### src/hw/rtl/tlvom_ram.sv
// Single-port-write, single-port-read synchronous RAM with write-to-read bypass.
module tlvom_ram #(
	parameter int unsigned WIDTH  = 64,
	parameter int unsigned ADDR_W = 6
) (
	input  logic              clk,
	input  logic              we,
	input  logic [ADDR_W-1:0] waddr,
	input  logic [WIDTH-1:0]  wdata,
	input  logic              re,
	input  logic [ADDR_W-1:0] raddr,
	output logic [WIDTH-1:0]  rdata
);
	localparam int unsigned DEPTH = 1 << ADDR_W;

	logic [WIDTH-1:0] mem [DEPTH];
	logic [WIDTH-1:0] rdata_q;

	// Write port.
	always_ff @(posedge clk) begin
		if (we) begin
			mem[waddr] <= wdata;
		end
	end

	// Registered read; a write to the same entry in the same cycle is forwarded.
	always_ff @(posedge clk) begin
		if (re) begin
			if (we && (waddr == raddr)) begin
				rdata_q <= wdata;
			end else begin
				rdata_q <= mem[raddr];
			end
		end
	end

	assign rdata = rdata_q;
endmodule

### config.mk
export PLATFORM = sky130hd
export DESIGN_NAME = tlvom_ram
export DESIGN_NICKNAME = d
export VERILOG_FILES = /design/src/hw/rtl/tlvom_ram.sv
export SDC_FILE = /design/constraint.sdc
export NUM_CORES = 2
export LEC_CHECK = 0
export BUFFER_PORTS_ARGS = -buffer_cell sky130_fd_sc_hd__buf_2
export CAP_MARGIN = 0
export CORE_UTILIZATION = 50
export CTS_CLUSTER_DIAMETER = 40
export DETAILED_ROUTE_END_ITERATION = 16
export PLACE_DENSITY = 0.68
export SYNTH_ARGS = -nofsm -noshare
export SYNTH_HDL_FRONTEND = slang
export SYNTH_SLANG_ARGS = --single-unit
export TNS_END_PERCENT = 5
### constraint.sdc
create_clock -name clk -period 8 [get_ports clk]
set_clock_uncertainty 0.05 [all_clocks]
set_input_delay 0 -clock clk [delete_from_list [all_inputs] [get_ports clk]]
set_output_delay 0 -clock clk [all_outputs]
set_load 0.03 [all_outputs]
# ---- Word-level counts from Yosys, hierarchy flattened
# Memory sizes are Yosys's and may differ from the RTL's. A register that Yosys moved wholly into a read port is not among the register bits.
# Cells that the tools add are included.
dict set report totals {
  regBits 0
  mem_bits_rw 4096
  out_inout_bits 64
  memories 1
  in_bits 79
  wordCells 3
}
# name depth word_bits read_ports rd_clocked_by_memory_dff write_ports line_no
set memory_table {}
lappend memory_table {mem 64 64 1 1 1 16} ;# logic [WIDTH-1:0] mem [DEPTH];
dict set report op_classes {
  mux 2
}
# op n
set op_table {}
lappend op_table {{2-to-1 mux 1 bit} 2}

# ---- Logic depth before layout (Yosys ltp)
dict set report logic_depth {
  depth_word 2
  depth_mapped 12
  ltp_nobuf 6
}

# ---- Least setup slack after synthesis
# No wires, ideal clock.
dict set report synth_path {
  path_kind {input-to-reg}
  from {input waddr[5]}
  to {memory mem[48][0], enable pin}
  n_path_buf 1
  cell_stages 4
  path_slack_ns 2.314
  arrival_ns 5.071
  t_required_ns 7.385
  cell_sequence {clkbuf_1 nand3_1 or3_1 nor3_1}
}
# element line_no
set synth_lines {}
lappend synth_lines {{from (decl)} 8} ;# input logic [ADDR_W-1:0] waddr,
lappend synth_lines {{to (decl)} 16}
# Straight into the memory's write port.

==> impl_metrics.yaml <==
routing:
  routed.top_layer: "met5"
  detailedRoute.firstPassIterationCount: 8
  wl_per_cell_um: 34.9
  wl_met2_um: 213000
  detail_route.wirelength.met1_um: 172000
  dr.first_iter.drc_count: 11300
  ant_nets: 0
  routed-via-count: 84300
  routed_length_on_met3_um: 46100
  detail_route.vias_per_cell: 6.53
  drc_errors: 0
  drt_wl_total_um: 451000
setup_path:
  path_common_cell: "sky130_fd_sc_hd__dlygate4sd3_1"
  worstReg2RegStart: "mem[63][62]"
  critPathRequiredTime_ps: 8690
  worst-endpoint-arrival_ps: 4670
  critical_path.max_fanout: 46
  critical-path-max-stage-delay_ps: 750
  critical_path_class: "input port to register"
  worst_path_cell_with_the_longest_stage_delay: "sky130_fd_sc_hd__buf_4"
  reg2reg_depth: 7
  setup.worst_path.end_class: "register"
  timing.critical_path.cells: "dlygate4sd3_1, buf_8, buf_4, buf_4, mux4_2, mux2i_1, nand2_1, dlygate4sd3_1, a22o_1, dlygate4sd3_1"
  register_to_register_setup_slack_ps: 4690
  timing.rr.end: "rdata[62]"
  timing.critical_path.from_type: "input port"
pwr:
  combinationalPowerShare_pct: 4.6
  worst_ir_drop_on_vdd_mv: 0.210
  internal-power_mw: 38.0
  p_seq_share_pct: 50.1
  power.switching_fraction_pct: 21.7
  clkPwrFrac_pct: 45.3
  pd_cells_nw_per_um2: 266
  p_leak_nw: 60.7
  power.net_switching_mw: 10.6
global_routing:
  grt_usage_pct: 27.6
  overall_overflow_remaining_after_global_route: 0
  via_count_of_the_first_global_routing_pass: 83100
  grt_first_pass_wirelength_um: 626000
  number_of_antenna_violations_at_the_first_check_in_global_routing: 23
  grt_start_max_net_pins: 135
die:
  die_h_um: 567
  initial_utilization_pct: 50.2
  die_width_um: 567
  placeableCoreArea_um2: 318000
  io_pins: 143
  design.die.area_um2: 322000
  placementRows: 207
sta:
  clock.fmax_mhz: 251
  slew_headroom_pct: 1.68
  final_slew_violations: 0
  period_minus_slack_ps: 3980
  timing_hold_violations_final: 0
  final-setup-viol-count: 0
  totalNegativeSetupSlack_ps: 0
  fin_crit_sh_pct: 49.7
  finalWorstSetupSlack_ps: 4020
  rsz_0062_raised_after_global_routing: "no"
  worst_pin_slew_ps: 1470
yosys:
  synth-seq-cells: 4160
  synth_area_per_cell_um2: 20.3
  ys_async_sr_fraction_pct: 0
  synthCells: 7882
  ys_seq_area_share_pct: 78.2
  number_of_unique_standard_cell_types_used_by_synthesis: 34
  synth.top_cells.by_area: "sky130_fd_sc_hd__edfxtp_1 78%, sky130_fd_sc_hd__mux2i_1 8.7%, sky130_fd_sc_hd__mux4_2 5.5%"
  post-synth-top-count-cell: "sky130_fd_sc_hd__edfxtp_1"
  synthesis.nets: 7961
  netlist.area_leader.share_pct: 78.2
  synth_enable_flop_cells: 4160
  synth_top_cells_by_count: "4160 x sky130_fd_sc_hd__edfxtp_1, 1391 x sky130_fd_sc_hd__mux2i_1, 695 x sky130_fd_sc_hd__a22oi_1"
  synth-main-ff-cell: "sky130_fd_sc_hd__edfxtp_1"
  synth.cell_area_um2: 160000
  synth.yosys.warnings: 0
  netlist.top_cell.by_area: "sky130_fd_sc_hd__edfxtp_1"
final_layout:
  layout-area-overhead-vs-synth_pct: 14.5
  layout-drive-gt1-share_pct: 18.2
  postLayoutCellArea_um2: 183000
  design.final.nets: 8396
  final_instance_count_excl_fillers: 12900
  layout.core_utilization_pct: 57.5
  fillers: 22700
clock_tree:
  htreeDepth: 5
  tritoncts_clock_tree: "built"
  cts_repair_resize_count: 0
  clk_pin_slew_ps: 60
  clk_latency_ps: 990
  cts_made_buffers: 481
  hold_fix_buffers_at_cts: 79
  cts-root-buf: "sky130_fd_sc_hd__clkbuf_16"
  cts_sinks: 4160
  cts_post_setup_buffers_inserted: 0
  clock_path_buffers: 4
placed_design:
  place_congestion: 0.815
  dpl_worst_slack_ps: 3930
  hpwlAfterDp_um: 222000
  dp_area_um2: 166000
  numPortBuffers: 142
  placed_cells: 11900
min_path:
  holdCritStartpoint: "raddr[2]"
  hold-path-endpoint: "rdata[8]"
  worst_hold_path.num_cells: 6
  hold_path.class: "input port to register"
outcome:
  status: "finished clean"
flow_run:
  cap_viol_max_count: 0
## worst max-delay path: cells and delay by family
kind / cells / cell delay (ps)
simple gates: 1 / 70
mux: 2 / 650
compound gates: 1 / 200
buf+inv: 6 / 3650
## cells by family (layout without fill, tap and decap cells)
kind of cell,Yosys count,count (layout),share of synthesized area (%)
xor+xnor,6,6,0.0329
mux,1786,1786,14.3
other cells,0,9,0
compound gates,955,955,4.39
flops,4160,4160,78.2
simple gates,499,499,1.58
buf+inv,476,1319,1.48
## state kept, by name (all words and copies together) (netlist names)
| register | cells |
|---|---|
| mem | 4096 |
| rdata | 64 |
## how the worst max path moves through the flow
| stage | startpoint | endpoint | slack, ps | depth (start not counted) |
|---|---|---|---|---|
| after floorplan | waddr[5] | mem[48][0] | 2310 | 4 |
| after global placement | raddr[0] | rdata[19] | 3930 | 8 |
| after detailed placement | raddr[0] | rdata[14] | 3930 | 8 |
| after CTS | raddr[0] | rdata[62] | 4120 | 10 |
| after global routing | raddr[0] | rdata[62] | 3840 | 10 |
| final | raddr[0] | rdata[62] | 4020 | 10 |
## placed cells by master, fill, tap and decap left out, types with 8 or more instances in the layout
cell	n
sky130_fd_sc_hd__a211oi_1	64
sky130_fd_sc_hd__inv_6	29
sky130_fd_sc_hd__a21oi_1	129
sky130_fd_sc_hd__mux2i_1	1391
sky130_fd_sc_hd__nand3_1	195
sky130_fd_sc_hd__clkinvlp_4	52
sky130_fd_sc_hd__mux4_2	392
sky130_fd_sc_hd__buf_12	35
sky130_fd_sc_hd__diode_2	9
sky130_fd_sc_hd__clkinv_4	36
sky130_fd_sc_hd__bufinv_16	59
sky130_fd_sc_hd__nor2_4	65
sky130_fd_sc_hd__dlygate4sd3_1	79
sky130_fd_sc_hd__clkinv_2	78
sky130_fd_sc_hd__clkbuf_16	483
sky130_fd_sc_hd__a22oi_1	695
sky130_fd_sc_hd__edfxtp_1	4160
sky130_fd_sc_hd__buf_2	138
sky130_fd_sc_hd__and3_1	62
sky130_fd_sc_hd__clkbuf_1	63
sky130_fd_sc_hd__clkinv_1	68
sky130_fd_sc_hd__buf_4	174
sky130_fd_sc_hd__a221o_1	62
sky130_fd_sc_hd__nand2_1	77
sky130_fd_sc_hd__nand4_1	64
sky130_fd_sc_hd__clkinv_16	8
## per-stage QoR
step | hold WS, ps | total power, mW
floorplan | 48.9 | 25.9
global placement | 567 | 26.9
detailed placement | 550 | 26.9
CTS | 39.6 | 48.7
global route | 151 | 49.7
finish | 129 | 48.5
## final cells by class
cell class	instances	area [um^2]	area share, %
clock inverter	345	3850	2.11
clock buffer	546	12300	6.74
tap	4180	5230	2.86
antenna	9	22.5	0.0123
sequential	4160	125000	68.3
multi-input combinational	3246	32900	18.0
timing repair buffer	428	3520	1.92
## power groups by stage
stage               logic [mW]  clock network, mW  registers, mW
finish                    2.23               22.0           24.3
global placement          2.12                  0           24.8
detailed placement        2.17                  0           24.8
global route              2.33               23.0           24.3
CTS                       2.21               22.2           24.3
floorplan                 1.19                  0           24.7
## per-layer routing
metal	vias up	global-route usage, %
li1	33700	-
met1	44400	38.2
met2	5215	43.8
met3	997	4.66
met4	20	11.2
met5	-	0
No activity file was read; power rests on OpenSTA's default activity.
