File: config.mk
export PLATFORM = sky130hd
export DESIGN_NAME = tlvom_update
export DESIGN_NICKNAME = d
export VERILOG_FILES = /design/src/hw/rtl/tlvom_pkg.sv /design/src/hw/rtl/tlvom_update.sv
export SDC_FILE = /design/constraint.sdc
export NUM_CORES = 1
export LEC_CHECK = 0
export BUFFER_PORTS_ARGS = -buffer_cell sky130_fd_sc_hd__buf_2
export CORE_AREA = 10 10 196 198
export DETAILED_ROUTE_END_ITERATION = 7
export DIE_AREA = 0 0 206 208
export MAX_ROUTING_LAYER = met4
export SLEW_MARGIN = 30
export SYNTH_ARGS = -nofsm -noshare
export SYNTH_HDL_FRONTEND = slang
export SYNTH_SLANG_ARGS = --single-unit
File: constraint.sdc
create_clock -name vclk -period 6.4
set_input_delay 0.64 -clock vclk [all_inputs]
set_output_delay 0.64 -clock vclk [all_outputs]
set_load 0.02 [all_outputs]
File: src/hw/rtl/tlvom_pkg.sv
// Shared types, opcodes and index helpers for the two-level voxel occupancy map.
package tlvom_pkg;

	localparam int unsigned COORD_W  = 4;
	localparam int unsigned OP_W     = 2;
	localparam int unsigned BRICK_W  = 6;
	localparam int unsigned VBIT_W   = 6;
	localparam int unsigned SLOT_W   = BRICK_W + VBIT_W;
	localparam int unsigned MASK_W   = 64;
	localparam int unsigned VALUE_W  = 32;

	// Operation codes carried in the operation field.
	typedef enum logic [OP_W-1:0] {
		OP_SET     = 2'd0,
		OP_CLR_ONE = 2'd1,
		OP_CLR_ALL = 2'd2,
		OP_READ    = 2'd3
	} op_t;

	// One edit request.
	typedef struct packed {
		logic [OP_W-1:0]    operation;
		logic [COORD_W-1:0] x_coord;
		logic [COORD_W-1:0] y_coord;
		logic [COORD_W-1:0] z_coord;
		logic [VALUE_W-1:0] voxel_value;
	} req_t;

	// One result.
	typedef struct packed {
		logic [MASK_W-1:0]  top_mask;
		logic [MASK_W-1:0]  brick_mask;
		logic               brick_present;
		logic               voxel_occupied;
		logic [VALUE_W-1:0] stored_value;
	} rsp_t;

	// Write enables produced by the update logic.
	typedef struct packed {
		logic mask_we;
		logic pay_we;
	} upd_ctl_t;

	// Brick index: upper two bits of each coordinate.
	function automatic logic [BRICK_W-1:0] brick_idx(input req_t r);
		return {r.z_coord[3:2], r.y_coord[3:2], r.x_coord[3:2]};
	endfunction

	// Voxel bit within the brick: lower two bits of each coordinate.
	function automatic logic [VBIT_W-1:0] vbit_idx(input req_t r);
		return {r.z_coord[1:0], r.y_coord[1:0], r.x_coord[1:0]};
	endfunction

endpackage

File: src/hw/rtl/tlvom_update.sv
// Modify step: computes new masks, write enables and the result for one item.
module tlvom_update
	import tlvom_pkg::*;
#(
	parameter int unsigned PAYLOAD_WIDTH = 32
) (
	input  op_t                      op,
	input  logic [BRICK_W-1:0]       brick,
	input  logic [VBIT_W-1:0]        vbit,
	input  logic [VALUE_W-1:0]       value,
	input  logic [MASK_W-1:0]        top_cur,
	input  logic [MASK_W-1:0]        mask_rd,
	input  logic [PAYLOAD_WIDTH-1:0] pay_rd,
	output logic [MASK_W-1:0]        top_next,
	output upd_ctl_t                 ctl,
	output logic [MASK_W-1:0]        mask_wdata,
	output logic [PAYLOAD_WIDTH-1:0] pay_wdata,
	output rsp_t                     result
);
	logic [MASK_W-1:0] brick_bit;
	logic [MASK_W-1:0] voxel_bit;
	logic              present_old;
	logic [MASK_W-1:0] mask_old;
	logic              present_new;
	logic [MASK_W-1:0] mask_new;
	logic [MASK_W-1:0] mask_out;
	logic              occupied;
	logic [63:0]       value_ext;
	logic [63:0]       pay_ext;

	assign brick_bit   = MASK_W'(1) << brick;
	assign voxel_bit   = MASK_W'(1) << vbit;
	assign present_old = top_cur[brick];
	assign mask_old    = present_old ? mask_rd : '0;
	assign value_ext   = 64'(value);
	assign pay_wdata   = value_ext[PAYLOAD_WIDTH-1:0];

	// State update per operation.
	always_comb begin
		top_next    = top_cur;
		ctl.mask_we = 1'b0;
		ctl.pay_we  = 1'b0;
		mask_new    = mask_old;
		unique case (op)
			OP_SET: begin
				mask_new    = mask_old | voxel_bit;
				ctl.mask_we = 1'b1;
				ctl.pay_we  = 1'b1;
				top_next    = top_cur | brick_bit;
			end
			OP_CLR_ONE: begin
				if (present_old) begin
					mask_new    = mask_rd & ~voxel_bit;
					ctl.mask_we = 1'b1;
					if (mask_new == '0) begin
						top_next = top_cur & ~brick_bit;
					end
				end
			end
			OP_CLR_ALL: begin
				top_next = '0;
			end
			OP_READ: begin
			end
			default: begin
			end
		endcase
	end

	assign mask_wdata = mask_new;

	// Result seen after the operation.
	assign present_new = top_next[brick];
	assign mask_out    = present_new ? mask_new : '0;
	assign occupied    = mask_out[vbit];
	assign pay_ext     = (op == OP_SET) ? 64'(pay_wdata) : 64'(pay_rd);

	always_comb begin
		result.top_mask       = top_next;
		result.brick_mask     = mask_out;
		result.brick_present  = present_new;
		result.voxel_occupied = occupied;
		result.stored_value   = occupied ? pay_ext[VALUE_W-1:0] : '0;
	end
endmodule

After elaboration in Yosys (flattened, before gate mapping)
Cells that the tools add are included.

Bits in registers: 0. Bits of input ports: 206. Output and inout bits: 324. Word-level logic and storage cells: 32.

Mux-type cells: 18. Eq/ne operators: 2. Bitwise logic cells: 6. Shifts and indexed selects: 2. $lt $le $gt $ge: 2. Reduce and logical (&&, ||, !) cells: 2.

Operators by type and width (number): 64-bit 2-to-1 mux (5); 64-bit one-hot mux with 3 select lines (1); 64-bit AND (2); 64-bit inverter (2); 64-bit bitwise OR (2); 64-bit one-hot mux with 2 select lines (1); 1-bit by 6-bit left shift with 64-bit output (first input constant) (2); 64-bit zero test (1); 32-bit 2-to-1 mux (2); 1-bit binary-select mux with 6-bit select (3); 6-bit by 7-bit less-than comparator with 1-bit output (second input constant) (2); 1-bit 2-to-1 mux (5); 2-bit by 1-bit equality test with 1-bit output (second input constant) (1); 2-bit equality test (second input constant) (1); 2-bit zero test (1); 1-bit one-hot mux with 2 select lines (1).

Logic depth before layout (Yosys ltp)
Depth in word-level cells: 13. Depth in mapped cells: 21.

Least setup slack after synthesis
No wires, ideal clock.

Kind: input port to output port. Start point: input port brick[1]. End point: output port result[84] (netlist name). Required time: 5.760 ns. Stages: 19. Path buffers: 8. Setup slack: 1.074 ns. Data arrival time: 4.686 ns. Path through: buf_2 -> buf_4 -> buf_2 -> buf_2 -> mux2i_1 -> nor3_1 -> nor4_1 -> a31o_2 -> buf_2 -> nor3_1 -> a21oi_1 -> o221ai_1 -> o221ai_1 -> a31oi_1 -> or4_1 -> buf_4 -> buf_6 -> buf_6 -> a211oi_1.

RTL lines: start: declaration (line tlvom_update.sv:8) `input logic [BRICK_W-1:0] brick,`; end: declaration (line tlvom_update.sv:18) `output rsp_t result`.

==> results.tsv <==
metric	value	unit
dp_slack	0.378	ns
vdd_drop_max	87.5	uV
slowest_delay	0.72	ns
status	complete, no violations	
io_pins	530	
rsz0062_at_grt	false	
path_buf_inv	4	
synth_area	0.00802	sq mm
gr-usage-all-layers	0.291	
clkbuf_count	0	
grt_pass1_wl	92.5	mm
start_util	0.233	
cp_slowest_cell	or4b_1	
first_pass_iters	6	
p_per_area	118	mW/mm^2
required	5.76	ns
max_slew_margin	0.337	
grt_pass1_vias	12866	
vias_per_cell	6.14	
synth_cells	1297	
antenna_found_initial	4	
critPathTopFamily	simple AND/OR/NAND/NOR gates	
drive_above_1_share	0.398	
synth_seq_area_share	0	
post_cts_buffers	0	
setup_ws	0.285	ns
cts-resized-gates	0	
slew_violations	0	
num_vias	13204	
cp-start-kind	input port	
post-route-min-period	6.11	ns
ys_warn_count	0	
path_cells	buf_2 -> or4b_1 -> nor3_1 -> o32ai_1 -> or4_1 -> or3_1 -> or4_1 -> a22oi_1 -> o41ai_1 -> a31oi_1 -> or4_4 -> buf_12 -> buf_4 -> nor3_1 -> buf_2	
dieWidth	206	um
nFillCells	3892	
place_hpwl	54.5	mm
critPathCaptureType	output port	
wl_met3	6.86	mm
wl_met2	31.7	mm
seq_cell_count	0	
ys_types	74	
multi_input_area	0.00668	sq mm
cp_data_arrival_time	5.47	ns
gr-total-overflow	0	
path_class	input port to output port	
num_rows	68	
finalHoldViolCount	0	
io_buffers	530	
remaining_drc_errors	0	
cp_max_fo	24	
gp_congestion	1.09	
nets	1898	
regArea	0	sq um
wl_per_cell	30.8	um
setup_total_negative_slack	0	ns
syn-num-nets	1503	
post-route-period-util	0.955	
final_antenna_net_count	0	
dieArea	0.0428	sq mm
max_freq	164	MHz
drt_iter0_drc	1908	
leakagePower	0.00472	uW
cts_hold_buf	0	
grt_max_degree	60	
area_growth_syn_to_layout	34.5	%
hp-class	input port to output port	
setup_viol	0	
worst_pin_slew	0.986	ns
avgSynthCellArea	6.18	sq um
top_layer_used	met4	
wl_met1	24.4	mm
wl	66.2	mm
drv_cap	0	
core-area	0.0344	sq mm
die_y	208	um
[through the flow]
| step | hold slack (ns) | power, uW | utilization | instance area (sq um) | std cells |
|---|---|---|---|---|---|
| 2_1_floorplan | 1.39 | 742 | - | 8020 | 1297 |
| 3_3_place_gp | 1.52 | 1250 | 0.313 | 10700 | 2145 |
| 3_5_place_dp | 1.52 | 1250 | 0.313 | 10800 | 2145 |
| 4_1_cts | 1.52 | 1250 | 0.313 | 10800 | 2145 |
| 5_1_grt | 1.53 | 1330 | 0.314 | 10800 | 2149 |
| 6_report | 1.51 | 1270 | 0.314 | 10800 | 2149 |
[path summary, 6_finish.rpt]
| check | depth (start not counted) | slack (ns) | endpoint | from |
|---|---|---|---|---|
| setup / recovery | 15 | 0.29 | result[21] | vbit[4] |
| hold / removal | 2 | 1.51 | pay_wdata[12] | value[12] |
[where the power goes]
part / internal (uW) / switching (uW) / total [uW]
sequential: 0 / 0 / 0
clock: 0.0000836 / 0 / 0.0000837
combinational: 394 / 875 / 1270
[cell usage in the layout, fill, tap and decap left out, types with 7 or more instances in the layout]
cell type / instances
nor4_1: 15
o21ai_0: 81
o31ai_1: 17
nor3b_1: 22
o221ai_1: 8
mux4_2: 12
a221oi_1: 23
nor3_1: 100
a22oi_1: 10
nand2b_1: 12
o22ai_1: 22
nand3_1: 20
a41oi_1: 10
and3b_1: 7
a211oi_1: 50
a311oi_1: 15
or2_2: 11
a31oi_1: 16
o32a_1: 9
nand2_1: 80
buf_4: 89
a21oi_1: 109
nor2_1: 130
o32ai_1: 17
and2_1: 9
nand4_1: 16
inv_1: 24
mux2i_1: 48
buf_2: 530
nor2b_1: 50
or3_1: 13
[final cells by class]
type | instances | share of cell area
Antenna cell | 4 | 0.000928
Inverter | 28 | 0.00975
Multi-Input combinational cell | 1038 | 0.619
Tap cell | 455 | 0.0528
Timing Repair Buffer | 624 | 0.317
[synthesized netlist by cell type (6+ instances only)]
master / count / area share
a22oi_1: 10 / 0.0094
and2_1: 9 / 0.0070
o31ai_1: 17 / 0.016
a21oi_1: 109 / 0.068
buf_2: 27 / 0.017
mux4_2: 12 / 0.034
o32ai_1: 19 / 0.021
a311oi_1: 15 / 0.016
nor3_1: 102 / 0.064
mux2i_1: 48 / 0.060
o221ai_1: 8 / 0.0087
nand3_1: 20 / 0.012
nand4_1: 16 / 0.012
or2_2: 11 / 0.0086
nor4_1: 15 / 0.012
o22ai_1: 22 / 0.017
nand2b_1: 12 / 0.0094
or3_1: 13 / 0.010
nor3b_1: 22 / 0.021
a41oi_1: 10 / 0.011
nand2_1: 80 / 0.037
a211oi_1: 50 / 0.047
a31oi_1: 16 / 0.012
nor2b_1: 51 / 0.040
clkbuf_1: 91 / 0.043
a2111oi_0: 7 / 0.0076
inv_1: 24 / 0.011
o32a_1: 9 / 0.011
nor2_1: 132 / 0.062
buf_4: 101 / 0.095
buf_1: 10 / 0.0047
o21ai_0: 81 / 0.051
and3b_1: 7 / 0.0076
o311ai_0: 6 / 0.0066
a221oi_1: 23 / 0.025
[cell families after synthesis]
family	Yosys count	share of synthesized area
AO/OA/AOI/OAI	447	0.379
buffers and inverters	259	0.175
multiplexers	62	0.0964
AND/OR/NAND/NOR	529	0.350
[per-layer routing]
metal,vias up,global-route usage
met5,-,-
met4,0,0.114
met3,166,0.0424
met2,1091,0.490
met1,6271,0.341
li1,5676,-
No activity file was read; power rests on OpenSTA's default activity.
